===== config.mk =====
export PLATFORM = sky130hd
export DESIGN_NAME = polyphonic_voice_allocator
export DESIGN_NICKNAME = d
export VERILOG_FILES = /design/src/rtl/pva_pkg.sv /design/src/rtl/polyphonic_voice_allocator.sv
export VERILOG_INCLUDE_DIRS = /design/src /design/src/rtl
export SDC_FILE = /design/constraint.sdc
export NUM_CORES = 2
export LEC_CHECK = 0
export BUFFER_PORTS_ARGS = -buffer_cell sky130_fd_sc_hd__buf_2
export CAP_MARGIN = 20
export CORE_MARGIN = 3
export CORE_UTILIZATION = 60
export DETAILED_ROUTE_END_ITERATION = 10
export GPL_TIMING_DRIVEN = 0
export HOLD_SLACK_MARGIN = 0.1
export PLACE_DENSITY = 0.76
export RECOVER_POWER = 25
export SLEW_MARGIN = 20
export SYNTH_ARGS = -nofsm -noshare
export SYNTH_HDL_FRONTEND = slang
export SYNTH_SLANG_ARGS = --single-unit
export TNS_END_PERCENT = 30

===== constraint.sdc =====
create_clock -name clock -period 22.7 [get_ports clock]
set_clock_uncertainty 0.05 [all_clocks]
set_input_delay 4.54 -clock clock [delete_from_list [all_inputs] [get_ports clock]]
set_output_delay 4.54 -clock clock [all_outputs]
set_load 0.01 [all_outputs]

===== src/rtl/polyphonic_voice_allocator_macros.svh =====
// Assertion macros for the voice allocator.
// Used by polyphonic_voice_allocator.sv; no other dependencies.
`ifndef POLYPHONIC_VOICE_ALLOCATOR_MACROS_SVH
`define POLYPHONIC_VOICE_ALLOCATOR_MACROS_SVH
// Assert that an antecedent implies a consequent in the same cycle.
`define PVA_ASSERT_IMP(label, clk, rst, ante, cons, msg) \
   label: assert property (@(posedge clk) disable iff (rst) (ante) |-> (cons)) \
      else $error(msg);
// Assert that an antecedent implies a consequent in the next cycle.
`define PVA_ASSERT_NEXT(label, clk, rst, ante, cons, msg) \
   label: assert property (@(posedge clk) disable iff (rst) (ante) |=> (cons)) \
      else $error(msg);
`endif


===== src/rtl/pva_pkg.sv =====
// Shared codes for the voice allocator.
// No dependencies.
package pva_pkg;
   typedef enum logic [1:0] {
      OP_NOTE_ON = 2'd0,
      OP_NOTE_OFF = 2'd1,
      OP_LEVEL = 2'd2,
      OP_CLEAR = 2'd3
   } op_type;

   typedef enum logic [1:0] {
      ST_DONE = 2'd0,
      ST_NOT_ACTIVE = 2'd1,
      ST_DUPLICATE = 2'd2,
      ST_NO_CHANGE = 2'd3
   } status_type;

   typedef enum logic [1:0] {
      STL_NONE = 2'd0,
      STL_RELEASING = 2'd1,
      STL_ACTIVE = 2'd2
   } stolen_type;

   typedef enum logic [1:0] {
      VS_FREE = 2'd0,
      VS_ACTIVE = 2'd1,
      VS_RELEASING = 2'd2
   } vstate_type;

   localparam int STAMP_BITS = 32;
endpackage


===== src/rtl/polyphonic_voice_allocator.sv =====
// Voice allocator: one command beat in, one result beat out, NUM_VOICES slots.
// Note-on and note-off go through scan, decide and strobe; a level report goes to decide
// and strobe; clear repeats scan and free per freed voice, then a last scan and the strobe.
// Sequential: busy is high until the rsp_valid strobe; the receiver cannot stall results.
// Synchronous active-high reset frees all voices; busy then stays high while the stack and records are swept.
// Depends on pva_pkg and polyphonic_voice_allocator_macros.svh.
`include "polyphonic_voice_allocator_macros.svh"
module polyphonic_voice_allocator
   import pva_pkg::*;
#(
   parameter int NUM_VOICES = 16,
   parameter int NOTE_ID_BITS = 16,
   parameter int LEVEL_BITS = 16
) (
   input logic clock,
   input logic reset,
   input logic start,
   output logic busy,
   input logic [1:0] req_operation,
   input logic [15:0] req_note_id,
   input logic [3:0] req_voice_index,
   input logic [15:0] req_level,
   input logic req_is_silent,
   input logic csr_write,
   input logic [4:0] csr_polyphony_limit,
   output logic rsp_valid,
   output logic [3:0] rsp_voice_out,
   output logic [1:0] rsp_status,
   output logic [1:0] rsp_stolen,
   output logic rsp_voice_freed
);
   localparam int VB = (NUM_VOICES > 1) ? $clog2(NUM_VOICES) : 1;
   localparam int CB = $clog2(NUM_VOICES + 1);
   localparam logic [CB-1:0] NV = CB'(NUM_VOICES);
   localparam logic [STAMP_BITS-1:0] SMAX = '1;
   localparam int NB = (NOTE_ID_BITS < 16) ? NOTE_ID_BITS : 16;
   localparam int LB = (LEVEL_BITS < 16) ? LEVEL_BITS : 16;

   typedef enum logic [2:0] {
      S_IDLE, S_SCAN, S_DECIDE, S_CSCAN, S_CFREE, S_DONE
   } fsm_type;

   // Voice record memory: {note, age, release stamp, level}
   typedef struct packed {
      logic [NOTE_ID_BITS-1:0] note;
      logic [STAMP_BITS-1:0] age;
      logic [STAMP_BITS-1:0] rel;
      logic [LEVEL_BITS-1:0] level;
   } rec_type;

   rec_type rec_mem [NUM_VOICES];
   logic [VB-1:0] stack_mem [NUM_VOICES];
   rec_type rd_data_ff;
   logic [VB-1:0] stack_rd_ff;

   // Voice state flags stay in flip-flops (reset value given)
   vstate_type vst_ff [NUM_VOICES];

   fsm_type state_ff;
   logic [4:0] limit_ff;
   logic [CB-1:0] free_cnt_ff;
   logic [STAMP_BITS-1:0] age_cnt_ff, rel_cnt_ff;
   logic [1:0] op_ff;
   logic [NOTE_ID_BITS-1:0] note_ff;
   logic [VB-1:0] idx_ff;
   logic [LEVEL_BITS-1:0] lvl_ff;
   logic silent_ff;
   logic [CB-1:0] scan_ff;
   logic [CB-1:0] act_cnt_ff;
   logic dup_hit_ff, rel_hit_ff, act_hit_ff, min_hit_ff;
   logic [VB-1:0] dup_v_ff, rel_v_ff, act_v_ff, min_v_ff;
   logic [LEVEL_BITS-1:0] rel_lvl_ff;
   logic [LEVEL_BITS-1:0] dup_lvl_ff;
   logic [STAMP_BITS-1:0] rel_stamp_ff, act_age_ff, min_rel_ff;
   logic [NOTE_ID_BITS-1:0] act_note_ff;
   logic cl_phase_ff;
   logic init_ff;
   logic [CB-1:0] init_cnt_ff;

   logic rsp_valid_ff;
   logic [3:0] rsp_voice_ff;
   logic [1:0] rsp_status_ff, rsp_stolen_ff;
   logic rsp_freed_ff;

   logic [VB-1:0] scan_v;
   logic [VB-1:0] prev_v;
   logic accept;
   rec_type wr_data;
   logic wr_en;
   logic [VB-1:0] wr_addr;
   logic [VB-1:0] rd_addr;
   logic [VB-1:0] stk_rd_addr;
   logic stk_wr_en;
   logic [CB-1:0] stk_wr_addr;
   logic [VB-1:0] stk_wr_data;

   assign busy = (state_ff != S_IDLE) || init_ff;
   assign accept = start && !busy;
   assign scan_v = scan_ff[VB-1:0];
   assign prev_v = VB'(scan_ff - CB'(1));

   // Read ports: record at the request's voice index on accept, else at scan address; stack at top
   assign rd_addr = accept ? VB'(req_voice_index) : scan_v;
   assign stk_rd_addr = VB'(free_cnt_ff - CB'(1));
   always_ff @(posedge clock) begin
      rd_data_ff <= rec_mem[rd_addr];
      stack_rd_ff <= stack_mem[stk_rd_addr];
      if (wr_en) begin
         rec_mem[wr_addr] <= wr_data;
      end
      if (stk_wr_en) begin
         stack_mem[stk_wr_addr[VB-1:0]] <= stk_wr_data;
      end
   end

   // Decide-step signals
   logic steal;
   logic [VB-1:0] pick_v;
   logic pick_ok;
   logic [1:0] pick_stl;
   logic lvl_ok;
   always_comb begin
      steal = ({3'b000, act_cnt_ff} >= {{(CB+3-5){1'b0}}, limit_ff}) || (free_cnt_ff == '0);
      pick_v = '0;
      pick_ok = 1'b0;
      pick_stl = STL_NONE;
      if (steal && rel_hit_ff) begin
         pick_v = rel_v_ff; pick_ok = 1'b1; pick_stl = STL_RELEASING;
      end else if (steal && act_hit_ff) begin
         pick_v = act_v_ff; pick_ok = 1'b1; pick_stl = STL_ACTIVE;
      end else if (free_cnt_ff != '0) begin
         pick_v = stack_rd_ff; pick_ok = 1'b1;
      end
      lvl_ok = ({1'b0, idx_ff} < (VB+1)'(NUM_VOICES)) && (vst_ff[idx_ff] != VS_FREE);
   end

   // Voice freed in a clear pass: active voices first, lowest note id first; then releasing
   // voices oldest stamp first, and the quietest voice wins when it holds that oldest stamp
   logic [VB-1:0] cl_v;
   assign cl_v = cl_phase_ff ? ((rel_stamp_ff == min_rel_ff) ? rel_v_ff : min_v_ff)
                             : act_v_ff;

   // Memory write mux
   always_comb begin
      wr_en = 1'b0;
      wr_addr = '0;
      wr_data = rd_data_ff;
      stk_wr_en = 1'b0;
      stk_wr_addr = free_cnt_ff;
      stk_wr_data = '0;
      if (init_ff) begin
         stk_wr_en = 1'b1;
         stk_wr_addr = init_cnt_ff;
         stk_wr_data = VB'(init_cnt_ff);
         wr_en = 1'b1;
         wr_addr = VB'(init_cnt_ff);
         wr_data = '0;
      end else if (state_ff == S_DECIDE) begin
         case (op_ff)
            OP_NOTE_ON: begin
               if (!dup_hit_ff && pick_ok) begin
                  wr_en = 1'b1;
                  wr_addr = pick_v;
                  wr_data = rd_data_ff;
                  wr_data.note = note_ff;
                  wr_data.age = age_cnt_ff;
                  wr_data.level = '0;
               end
            end
            OP_NOTE_OFF: begin
               // Keep the level reported while the voice was active
               if (dup_hit_ff) begin
                  wr_en = 1'b1;
                  wr_addr = dup_v_ff;
                  wr_data = rd_data_ff;
                  wr_data.level = dup_lvl_ff;
                  wr_data.rel = rel_cnt_ff;
               end
            end
            OP_LEVEL: begin
               if (lvl_ok) begin
                  wr_en = 1'b1;
                  wr_addr = idx_ff;
                  wr_data = rd_data_ff;
                  if (vst_ff[idx_ff] == VS_RELEASING && silent_ff) begin
                     wr_data.level = '0;
                     stk_wr_en = (free_cnt_ff < NV);
                     stk_wr_data = idx_ff;
                  end else begin
                     wr_data.level = lvl_ff;
                  end
               end
            end
            default: begin
            end
         endcase
      end else if (state_ff == S_CFREE) begin
         wr_en = 1'b1;
         wr_addr = cl_v;
         wr_data = rd_data_ff;
         wr_data.level = '0;
         stk_wr_en = (free_cnt_ff < NV);
         stk_wr_data = cl_v;
      end
   end

   // Control, scan and result registers
   always_ff @(posedge clock) begin
      if (reset) begin
         state_ff <= S_IDLE;
         limit_ff <= 5'd16;
         free_cnt_ff <= NV;
         age_cnt_ff <= '0;
         rel_cnt_ff <= '0;
         rsp_valid_ff <= 1'b0;
         init_ff <= 1'b1;
         init_cnt_ff <= '0;
         for (int i = 0; i < NUM_VOICES; i++) begin
            vst_ff[i] <= VS_FREE;
         end
      end else begin
         rsp_valid_ff <= 1'b0;
         if (csr_write) begin
            limit_ff <= csr_polyphony_limit;
         end
         // Sweep the stack and records once after reset
         if (init_ff) begin
            init_cnt_ff <= init_cnt_ff + CB'(1);
            if (init_cnt_ff == NV - CB'(1)) begin
               init_ff <= 1'b0;
            end
         end
         case (state_ff)
            S_IDLE: begin
               if (accept) begin
                  op_ff <= req_operation;
                  note_ff <= NOTE_ID_BITS'(req_note_id[NB-1:0]);
                  idx_ff <= VB'(req_voice_index);
                  lvl_ff <= LEVEL_BITS'(req_level[LB-1:0]);
                  silent_ff <= req_is_silent;
                  scan_ff <= '0;
                  act_cnt_ff <= '0;
                  dup_hit_ff <= 1'b0;
                  rel_hit_ff <= 1'b0;
                  act_hit_ff <= 1'b0;
                  min_hit_ff <= 1'b0;
                  cl_phase_ff <= 1'b0;
                  rsp_voice_ff <= '0;
                  rsp_stolen_ff <= STL_NONE;
                  rsp_freed_ff <= 1'b0;
                  if (req_operation == OP_LEVEL) begin
                     state_ff <= S_DECIDE;
                  end else if (req_operation == OP_CLEAR) begin
                     state_ff <= S_CSCAN;
                  end else begin
                     state_ff <= S_SCAN;
                  end
               end
            end
            S_SCAN, S_CSCAN: begin
               // Record of voice scan-1 is on the read port
               if (scan_ff != '0) begin
                  if (vst_ff[prev_v] == VS_ACTIVE) begin
                     act_cnt_ff <= act_cnt_ff + CB'(1);
                     if (!dup_hit_ff && rd_data_ff.note == note_ff) begin
                        dup_hit_ff <= 1'b1;
                        dup_v_ff <= prev_v;
                        dup_lvl_ff <= rd_data_ff.level;
                     end
                     if (!act_hit_ff || (state_ff == S_SCAN ?
                         rd_data_ff.age < act_age_ff : rd_data_ff.note < act_note_ff)) begin
                        act_hit_ff <= 1'b1;
                        act_v_ff <= prev_v;
                        act_age_ff <= rd_data_ff.age;
                        act_note_ff <= rd_data_ff.note;
                     end
                  end
                  if (vst_ff[prev_v] == VS_RELEASING) begin
                     // Track the quietest voice and the oldest release stamp
                     if (!rel_hit_ff || rd_data_ff.level < rel_lvl_ff ||
                         (rd_data_ff.level == rel_lvl_ff && rd_data_ff.rel < rel_stamp_ff)) begin
                        rel_hit_ff <= 1'b1;
                        rel_v_ff <= prev_v;
                        rel_lvl_ff <= rd_data_ff.level;
                        rel_stamp_ff <= rd_data_ff.rel;
                     end
                     if (!min_hit_ff || rd_data_ff.rel < min_rel_ff) begin
                        min_hit_ff <= 1'b1;
                        min_v_ff <= prev_v;
                        min_rel_ff <= rd_data_ff.rel;
                     end
                  end
               end
               if (scan_ff == NV) begin
                  if (state_ff == S_SCAN) begin
                     scan_ff <= {1'b0, (CB-1)'(0)};
                     state_ff <= S_DECIDE;
                  end else if (act_hit_ff || (vst_ff[prev_v] == VS_ACTIVE)) begin
                     cl_phase_ff <= 1'b0;
                     state_ff <= S_CFREE;
                  end else if (rel_hit_ff || (vst_ff[prev_v] == VS_RELEASING)) begin
                     cl_phase_ff <= 1'b1;
                     state_ff <= S_CFREE;
                  end else begin
                     age_cnt_ff <= '0;
                     rel_cnt_ff <= '0;
                     rsp_status_ff <= ST_DONE;
                     state_ff <= S_DONE;
                  end
               end else begin
                  scan_ff <= scan_ff + CB'(1);
               end
            end
            S_CFREE: begin
               // Push one voice, then rescan
               vst_ff[cl_v] <= VS_FREE;
               if (free_cnt_ff < NV) begin
                  free_cnt_ff <= free_cnt_ff + CB'(1);
               end
               scan_ff <= '0;
               act_hit_ff <= 1'b0;
               rel_hit_ff <= 1'b0;
               min_hit_ff <= 1'b0;
               state_ff <= S_CSCAN;
            end
            S_DECIDE: begin
               state_ff <= S_DONE;
               rsp_status_ff <= ST_NO_CHANGE;
               case (op_ff)
                  OP_NOTE_ON: begin
                     if (dup_hit_ff) begin
                        rsp_voice_ff <= 4'(dup_v_ff);
                        rsp_status_ff <= ST_DUPLICATE;
                     end else if (pick_ok) begin
                        vst_ff[pick_v] <= VS_ACTIVE;
                        if (pick_stl == STL_NONE) begin
                           free_cnt_ff <= free_cnt_ff - CB'(1);
                        end
                        if (age_cnt_ff != SMAX) begin
                           age_cnt_ff <= age_cnt_ff + STAMP_BITS'(1);
                        end
                        rsp_voice_ff <= 4'(pick_v);
                        rsp_stolen_ff <= pick_stl;
                        rsp_status_ff <= ST_DONE;
                     end
                  end
                  OP_NOTE_OFF: begin
                     if (dup_hit_ff) begin
                        vst_ff[dup_v_ff] <= VS_RELEASING;
                        if (rel_cnt_ff != SMAX) begin
                           rel_cnt_ff <= rel_cnt_ff + STAMP_BITS'(1);
                        end
                        rsp_voice_ff <= 4'(dup_v_ff);
                        rsp_status_ff <= ST_DONE;
                     end else begin
                        rsp_status_ff <= ST_NOT_ACTIVE;
                     end
                  end
                  OP_LEVEL: begin
                     rsp_voice_ff <= 4'(idx_ff);
                     if (lvl_ok) begin
                        rsp_status_ff <= ST_DONE;
                        if (vst_ff[idx_ff] == VS_RELEASING && silent_ff) begin
                           vst_ff[idx_ff] <= VS_FREE;
                           rsp_freed_ff <= 1'b1;
                           if (free_cnt_ff < NV) begin
                              free_cnt_ff <= free_cnt_ff + CB'(1);
                           end
                           if (free_cnt_ff >= NV - CB'(1)) begin
                              age_cnt_ff <= '0;
                              rel_cnt_ff <= '0;
                           end
                        end
                     end
                  end
                  default: begin
                  end
               endcase
            end
            S_DONE: begin
               rsp_valid_ff <= 1'b1;
               state_ff <= S_IDLE;
            end
            default: begin
               state_ff <= S_IDLE;
            end
         endcase
      end
   end

   assign rsp_valid = rsp_valid_ff;
   assign rsp_voice_out = rsp_voice_ff;
   assign rsp_status = rsp_status_ff;
   assign rsp_stolen = rsp_stolen_ff;
   assign rsp_voice_freed = rsp_freed_ff;

   `PVA_ASSERT_IMP(a_no_accept_busy, clock, reset, rsp_valid_ff, state_ff == S_IDLE, "result outside idle")
   `PVA_ASSERT_IMP(a_free_cnt_range, clock, reset, 1'b1, free_cnt_ff <= NV, "free count overflow")
   `PVA_ASSERT_NEXT(a_done_strobe, clock, reset, state_ff == S_DONE, rsp_valid_ff, "missing result strobe")
   `PVA_ASSERT_IMP(a_stolen_status, clock, reset, rsp_valid_ff && rsp_stolen_ff != STL_NONE, rsp_status_ff == ST_DONE, "steal without done")
endmodule


### Word-level counts from Yosys, hierarchy flattened

Memory sizes are Yosys's and may differ from the RTL's. A register that Yosys moved wholly into a read port is not among the register bits.
Index checks and enable logic that the tools add are counted.

| word-level totals | value |
|---|---|
| register bits | 307 |
| memory bits (writable) | 1,632 |
| input bits | 48 |
| output and inout port bits | 11 |
| logic and storage cells | 336 |
| memories | 3 |

Memory list:

| name | depth | bits a word | read ports | clocked after Yosys merged registers in | wr ports | line | RTL |
|---|---|---|---|---|---|---|---|
| rec_mem | 16 | 96 | 1 | 1 | 1 | polyphonic_voice_allocator.sv:51 | `rec_type rec_mem [NUM_VOICES];` |
| stack_mem | 16 | 4 | 1 | 1 | 1 | polyphonic_voice_allocator.sv:52 | `logic [VB-1:0] stack_mem [NUM_VOICES];` |
| vst_ff | 16 | 2 | 2 | 1 | 16 | polyphonic_voice_allocator.sv:57 | `vstate_type vst_ff [NUM_VOICES];` |

| operators by class | value |
|---|---|
| add/sub/neg operators | 8 |
| magnitude comparators | 8 |
| equality and inequality tests | 52 |
| multiplexer cells | 172 |
| bitwise gates (word level) | 1 |
| reductions and logical operators | 58 |

Operators with widths:

| kind | count |
|---|---|
| 32-bit two-way mux | 12 |
| 96-bit two-way mux | 3 |
| 96-bit case mux with 3 select lines | 1 |
| 32-bit case mux with 2 select lines | 4 |
| 4-bit two-way mux | 27 |
| 32-bit < comparator | 3 |
| 1-bit two-way mux | 70 |
| 32-bit by 1-bit adder with 32-bit output, second input constant | 2 |
| 32-bit inequality test, second input constant | 2 |
| 5-bit two-way mux | 11 |
| 6-bit AND reduction | 9 |
| 16-bit two-way mux | 3 |
| 48-bit two-way mux | 1 |
| 2-bit two-way mux | 19 |
| 3-bit inequality test, second input constant | 11 |
| 16-bit == test | 2 |
| 32-bit == test | 1 |
| 16-bit < comparator | 2 |
| 2-bit inequality test, second input constant | 15 |
| 5-bit case mux with 2 select lines | 3 |
| 5-bit AND reduction | 5 |
| 4-bit case mux with 3 select lines | 2 |
| 5-bit by 1-bit adder with 5-bit output, second input constant | 4 |
| 5-bit case mux with 3 select lines | 1 |
| other kinds (40) | 86 |

### Longest topological paths before layout

| depth | value |
|---|---|
| depth after elaboration | 15 |
| gate-level depth with buffers | 14 |
| depth with buffers taken out | 11 |

### Worst setup path before layout

Ideal clock, no wire load.

| timing path | value |
|---|---|
| path type | reg-to-reg |
| from | register free_cnt_ff[0] |
| to | memory rec_mem[0][0] (netlist bit) (enable) |
| setup time | 0.688 ns |
| data arrival time | 9.621 ns |
| path slack | 12.341 ns |
| cell stages (with the launch flop) | 13 |
| buffers on the path | 2 |
| clock period less this slack | 10.359 ns |
| cell sequence | dfxtp_1 buf_1 inv_1 ha_1 or4b_1 clkbuf_1 o21a_1 o22ai_1 a31o_2 a21oi_1 o22ai_1 a311oi_1 nor3b_1 |

| between the ends | value |
|---|---|
| cells in the longest elaborated chain, start to end | 12 |

RTL lines:

| what | line | RTL |
|---|---|---|
| from (decl) | polyphonic_voice_allocator.sv:61 | `logic [CB-1:0] free_cnt_ff;` |
| from (signal assigned) | polyphonic_voice_allocator.sv:318 | `free_cnt_ff <= free_cnt_ff + CB'(1);` |
| from (signal assigned) | polyphonic_voice_allocator.sv:337 | `free_cnt_ff <= free_cnt_ff - CB'(1);` |
| from (signal assigned) | polyphonic_voice_allocator.sv:367 | `free_cnt_ff <= free_cnt_ff + CB'(1);` |
| 5-bit zero test | polyphonic_voice_allocator.sv:123 | `steal = ({3'b000, act_cnt_ff} >= {{(CB+3-5){1'b0}}, limit_ff}) \|\| (free_cnt_ff == '0);` |
| 1-bit logical OR | polyphonic_voice_allocator.sv:123 |  |
| 1-bit logical AND | polyphonic_voice_allocator.sv:129 | `end else if (steal && act_hit_ff) begin` |
| 1-bit two-way mux | polyphonic_voice_allocator.sv:129 |  |
| 1-bit two-way mux | polyphonic_voice_allocator.sv:127 | `if (steal && rel_hit_ff) begin` |
| 1-bit logical AND | polyphonic_voice_allocator.sv:161 | `if (!dup_hit_ff && pick_ok) begin` |
| 1-bit two-way mux | polyphonic_voice_allocator.sv:161 |  |
| 1-bit case mux with 3 select lines | polyphonic_voice_allocator.sv:159 | `case (op_ff)` |
| 1-bit two-way mux | polyphonic_voice_allocator.sv:158 | `end else if (state_ff == S_DECIDE) begin` |
| 1-bit two-way mux | polyphonic_voice_allocator.sv:151 | `if (init_ff) begin` |
| 1-bit two-way mux | polyphonic_voice_allocator.sv:108 | `if (wr_en) begin` |
| 1-bit two-way mux (not written as such) | polyphonic_voice_allocator.sv:109 | `rec_mem[wr_addr] <= wr_data;` |
| to (decl) | polyphonic_voice_allocator.sv:51 |  |

Parallel ways exist; a longest one is shown, timed or not.

### Worst setup path in the final report

| timing path | value |
|---|---|
| from | input start |
| to | register, netlist name rd_data_ff[15] |

| between the ends | value |
|---|---|
| cells in the longest elaborated chain, start to end | 2 |

RTL lines:

| what | line | RTL |
|---|---|---|
| from (decl) | polyphonic_voice_allocator.sv:17 | `input logic start,` |
| 1-bit logical AND | polyphonic_voice_allocator.sv:98 | `assign accept = start && !busy;` |
| 4-bit two-way mux | polyphonic_voice_allocator.sv:103 | `assign rd_addr = accept ? VB'(req_voice_index) : scan_v;` |

No other way between the ends.
A chain may end at the register's enable or synchronous reset.

==> flow_summary.ini <==
[route]
wl_met3_um = 22500
wl_met2_um = 103000
ant_nets = 0
drtIter0Drc = 6302
wl_per_cell_um = 29.9
vias = 46900
drt-total-wl_um = 211000
route.detailed.drc = 0
vias_per_cell = 6.64
highest_layer = met5
drt-met1-wl_um = 78100
dr.pass1.iters = 6

[synth]
avgSynthCellArea_um2 = 17.4
synth_area_leaders = edfxtp_1 68%, mux4_2 11%, dfxtp_1 4.6%
synth_top_family_by_area = multiplexers
muxShareOfSynthArea_pct = 11.9
ys_ff_latch = 2043
synth_enable_flop_cells = 1855
synth_adder_area_share_pct = 2.19
yosysUniqueCellTypes = 74
syn-num-nets = 4912
synth_compound_area_share_pct = 5.12
ys_seq_area_share_pct = 72.4
synthXorXnorAreaFrac_pct = 1.04
netlist_area_mm2 = 0.0821
yosys_warnings = 0
async_reset_ff_share_pct = 0
synthFlopType = edfxtp_1
synth-simple-area-share_pct = 5.39
syn_inst = 4720
synth_top_cell_by_area = edfxtp_1
synth_top_area_share_pct = 67.8

[clocking]
post_cts_resized = 0
tritoncts = yes
path_clk_slew_ps = 60
insertion_delay_ps = 850
postCtsSetupBuffers = 0
cts_buffers = 197
root_buffer = clkbuf_16
cts_buffer_depth = 3
clkSinkCount = 2043
cts.htree.levels = 4
ctsHoldBuffers = 0

[worst_setup_path]
cp_data_required_time_ps = 23280
rrSetupSlack_ps = 15440
max_stage_delay_ps = 910
r2r_end = rel_cnt_ff[13]
path_delay_family = buffers and inverters
crit_fanout = 10
cp_common_cell = clkbuf_2
arrival_ps = 9550
cp_cell_sequence = buf_2 > nor2b_1 > nand3b_1 > mux2i_2 > clkbuf_2 > clkbuf_2 > buf_1 > mux4_2 > nand2_1 > a31oi_1
r2r_start = scan_ff[0]
cp-start-kind = primary input
worst-setup-path-type = primary input to register
end_kind = register
critPathBufInv = 4
critPathSlowestCell = mux2i_2
reg2reg_depth = 14
critPathLaunch = start

[die]
die_w_um = 376
row_count = 135
die_h_um = 376
pin_count = 59
initial_utilization_pct = 60.6
die-area_mm2 = 0.141
core-area_mm2 = 0.136

[timing]
relSlewSlack_pct = 9.93
fin_tns_setup_ps = 0
setup_violations = 0
finalHoldViolCount = 0
rsz0062_at_grt = false
timing.fmax_mhz = 112
worst_pin_slew_ps = 1350
min_period_ps = 8970
drv_slew = 0
period_share_pct = 39.5

[finish]
nets = 5292
syn_to_final_growth_pct = 14.3
drive_gt1_share_pct = 18.7
fill_cells = 8234
final_core_util_pct = 69.2

[power]
p_comb_share_pct = 5.0
swShare_pct = 21.7
intPower_uw = 6230
power.leakage_uw = 0.0297
switchingPower_uw = 1730
p_per_area_mw_per_mm2 = 84.7
ir_drop_mv = 0.0679
sequentialPowerShare_pct = 52.8
clock_power_share_pct = 42.2

[min_path]
worstHoldEndpoint = act_age_ff[0]
hp-start = rd_data_ff[48]
hp-class = register to register
min_path_cells = 0

[grt]
grt_pass1_wl_um = 312000
grt_antenna_before_repair = 4
grt_overflow = 0
grt_usage_pct = 30.3
grt_pass1_vias = 47300
grt_max_degree = 33

[placement]
hpwlAfterDp_um = 138000
portBuffers = 56
place.gp.congestion = 0.954

[flow_run]
maxCapViolCount = 0

[run_status]
status = finished clean
-- worst max-delay path by stage --
stage	depth (start not counted)	endpoint	slack [ps]
2_1_floorplan	12	rec_mem[0][0]	12340
3_3_place_gp	12	rec_mem[12][66]	2810
3_5_place_dp	10	rd_data_ff[27]	12860
4_1_cts	10	rd_data_ff[15]	13710
5_1_grt	10	rd_data_ff[15]	13700
6_report	10	rd_data_ff[15]	13730
-- synthesized netlist by cell type (all sizes together), types with 53 or more instances --
library cell  count
a211oi          117
a21oi           100
a22oi           103
a31oi           107
and2            100
buf              72
clkbuf          175
dfxtp           188
edfxtp         1855
ha              144
inv             164
mux4            419
nand2           276
nor2            277
nor3             66
o21ai            92
xor2             53
-- state kept, by name, indices dropped and copies added (netlist names), 32 cells and up, named ones only --
| name | flops |
|---|---|
| rel_cnt_ff | 32 |
| act_age_ff | 32 |
| rec_mem | 1536 |
| age_cnt_ff | 32 |
| rd_data_ff | 96 |
| rel_stamp_ff | 32 |
| vst_ff | 32 |
| min_rel_ff | 32 |
| stack_mem | 64 |
-- worst register-to-register path: stages (launching register included) --
cell and delay (ps):
edfxtp_1 410, clkbuf_1 520, clkbuf_1 640, inv_1 260, ha_1 290, xor2_1 790, mux4_2 640, xor2_1 170
mux2i_1 700, a22oi_2 440, nor3_1 850, or2_2 230, clkbuf_1 430, clkbuf_1 550, nor2_1 120
-- power by group through the flow --
stage	combinational [uW]	sequential (uW)	clock (uW)
2_1_floorplan	231	4270	0
3_3_place_gp	349	4300	0
3_5_place_dp	384	4280	0
4_1_cts	390	4200	3380
5_1_grt	418	4210	3530
6_report	394	4200	3360
-- cell type report --
type / count / area, um2 / area share [%]
plain buffers: 247 / 986 / 1.05
clock buffers: 264 / 5410 / 5.76
flip-flops and latches: 2043 / 59500 / 63.3
repair buffers: 181 / 2640 / 2.81
well taps: 1781 / 2230 / 2.37
inverters: 166 / 623 / 0.663
diodes: 4 / 10.0 / 0.0107
clock inverters: 112 / 1290 / 1.37
multi-input cells: 2264 / 21300 / 22.6
-- cells by family (layout without fill, tap and decap cells) --
group	after synthesis	count (layout)
adders and majority gates	144	144
xor gates and xnor gates	98	98
buffers and inverters	413	970
other	0	4
and+or+nand+nor	938	938
AOI/OAI and AO/OA	632	632
muxes	452	452
DFF	2043	2043
-- routing by layer --
metal / vias to the layer above / track usage, %
met3: 480 / 6.91
met5: - / 0
met4: 2 / 11.6
li1: 19500 / -
met1: 23900 / 41.2
met2: 3013 / 48.6
-- layout by cell type (no fill, tap or decap), types with 10 or more instances in the layout --
cell type / netlist / routed
buf_4: 0 / 25
buf_16: 0 / 37
clkinv_1: 2 / 30
clkinv_2: 0 / 37
and2_1: 96 / 95
a31oi_1: 107 / 107
nor4_1: 24 / 23
nor2b_1: 14 / 13
nor2_1: 277 / 259
mux2i_1: 25 / 23
xnor2_1: 45 / 45
nor2_4: 0 / 15
or3_1: 13 / 13
clkbuf_1: 174 / 214
a22oi_1: 102 / 102
xor2_1: 53 / 53
a211oi_1: 117 / 117
bufinv_16: 0 / 20
a21oi_1: 100 / 99
nand2b_1: 19 / 19
buf_2: 10 / 60
clkbuf_16: 0 / 197
nor3_1: 65 / 64
buf_6: 2 / 11
buf_1: 60 / 48
buf_12: 0 / 52
clkbuf_8: 0 / 23
nand4_1: 38 / 38
o21ai_0: 91 / 91
ha_1: 144 / 144
clkbuf_2: 1 / 24
edfxtp_1: 1855 / 1855
and3_1: 24 / 24
a21o_1: 45 / 45
inv_1: 164 / 164
dfxtp_1: 188 / 188
mux4_2: 413 / 413
or2_2: 10 / 10
nand3_1: 40 / 40
nand2_1: 276 / 276
-- through the flow --
step | setup WS [ps] | hold WS, ps | total power, uW | cells | instance area, um2
6_report | 13730 | 408 | 7950 | 7062 | 93900
3_3_place_gp | 2810 | 400 | 4650 | 6557 | 84600
4_1_cts | 13710 | 412 | 7970 | 7053 | 93900
3_5_place_dp | 12860 | 400 | 4660 | 6677 | 87200
2_1_floorplan | 12340 | 372 | 4500 | 4720 | 82100
5_1_grt | 13700 | 432 | 8150 | 7058 | 93900
(Power assumes the default switching activity.)
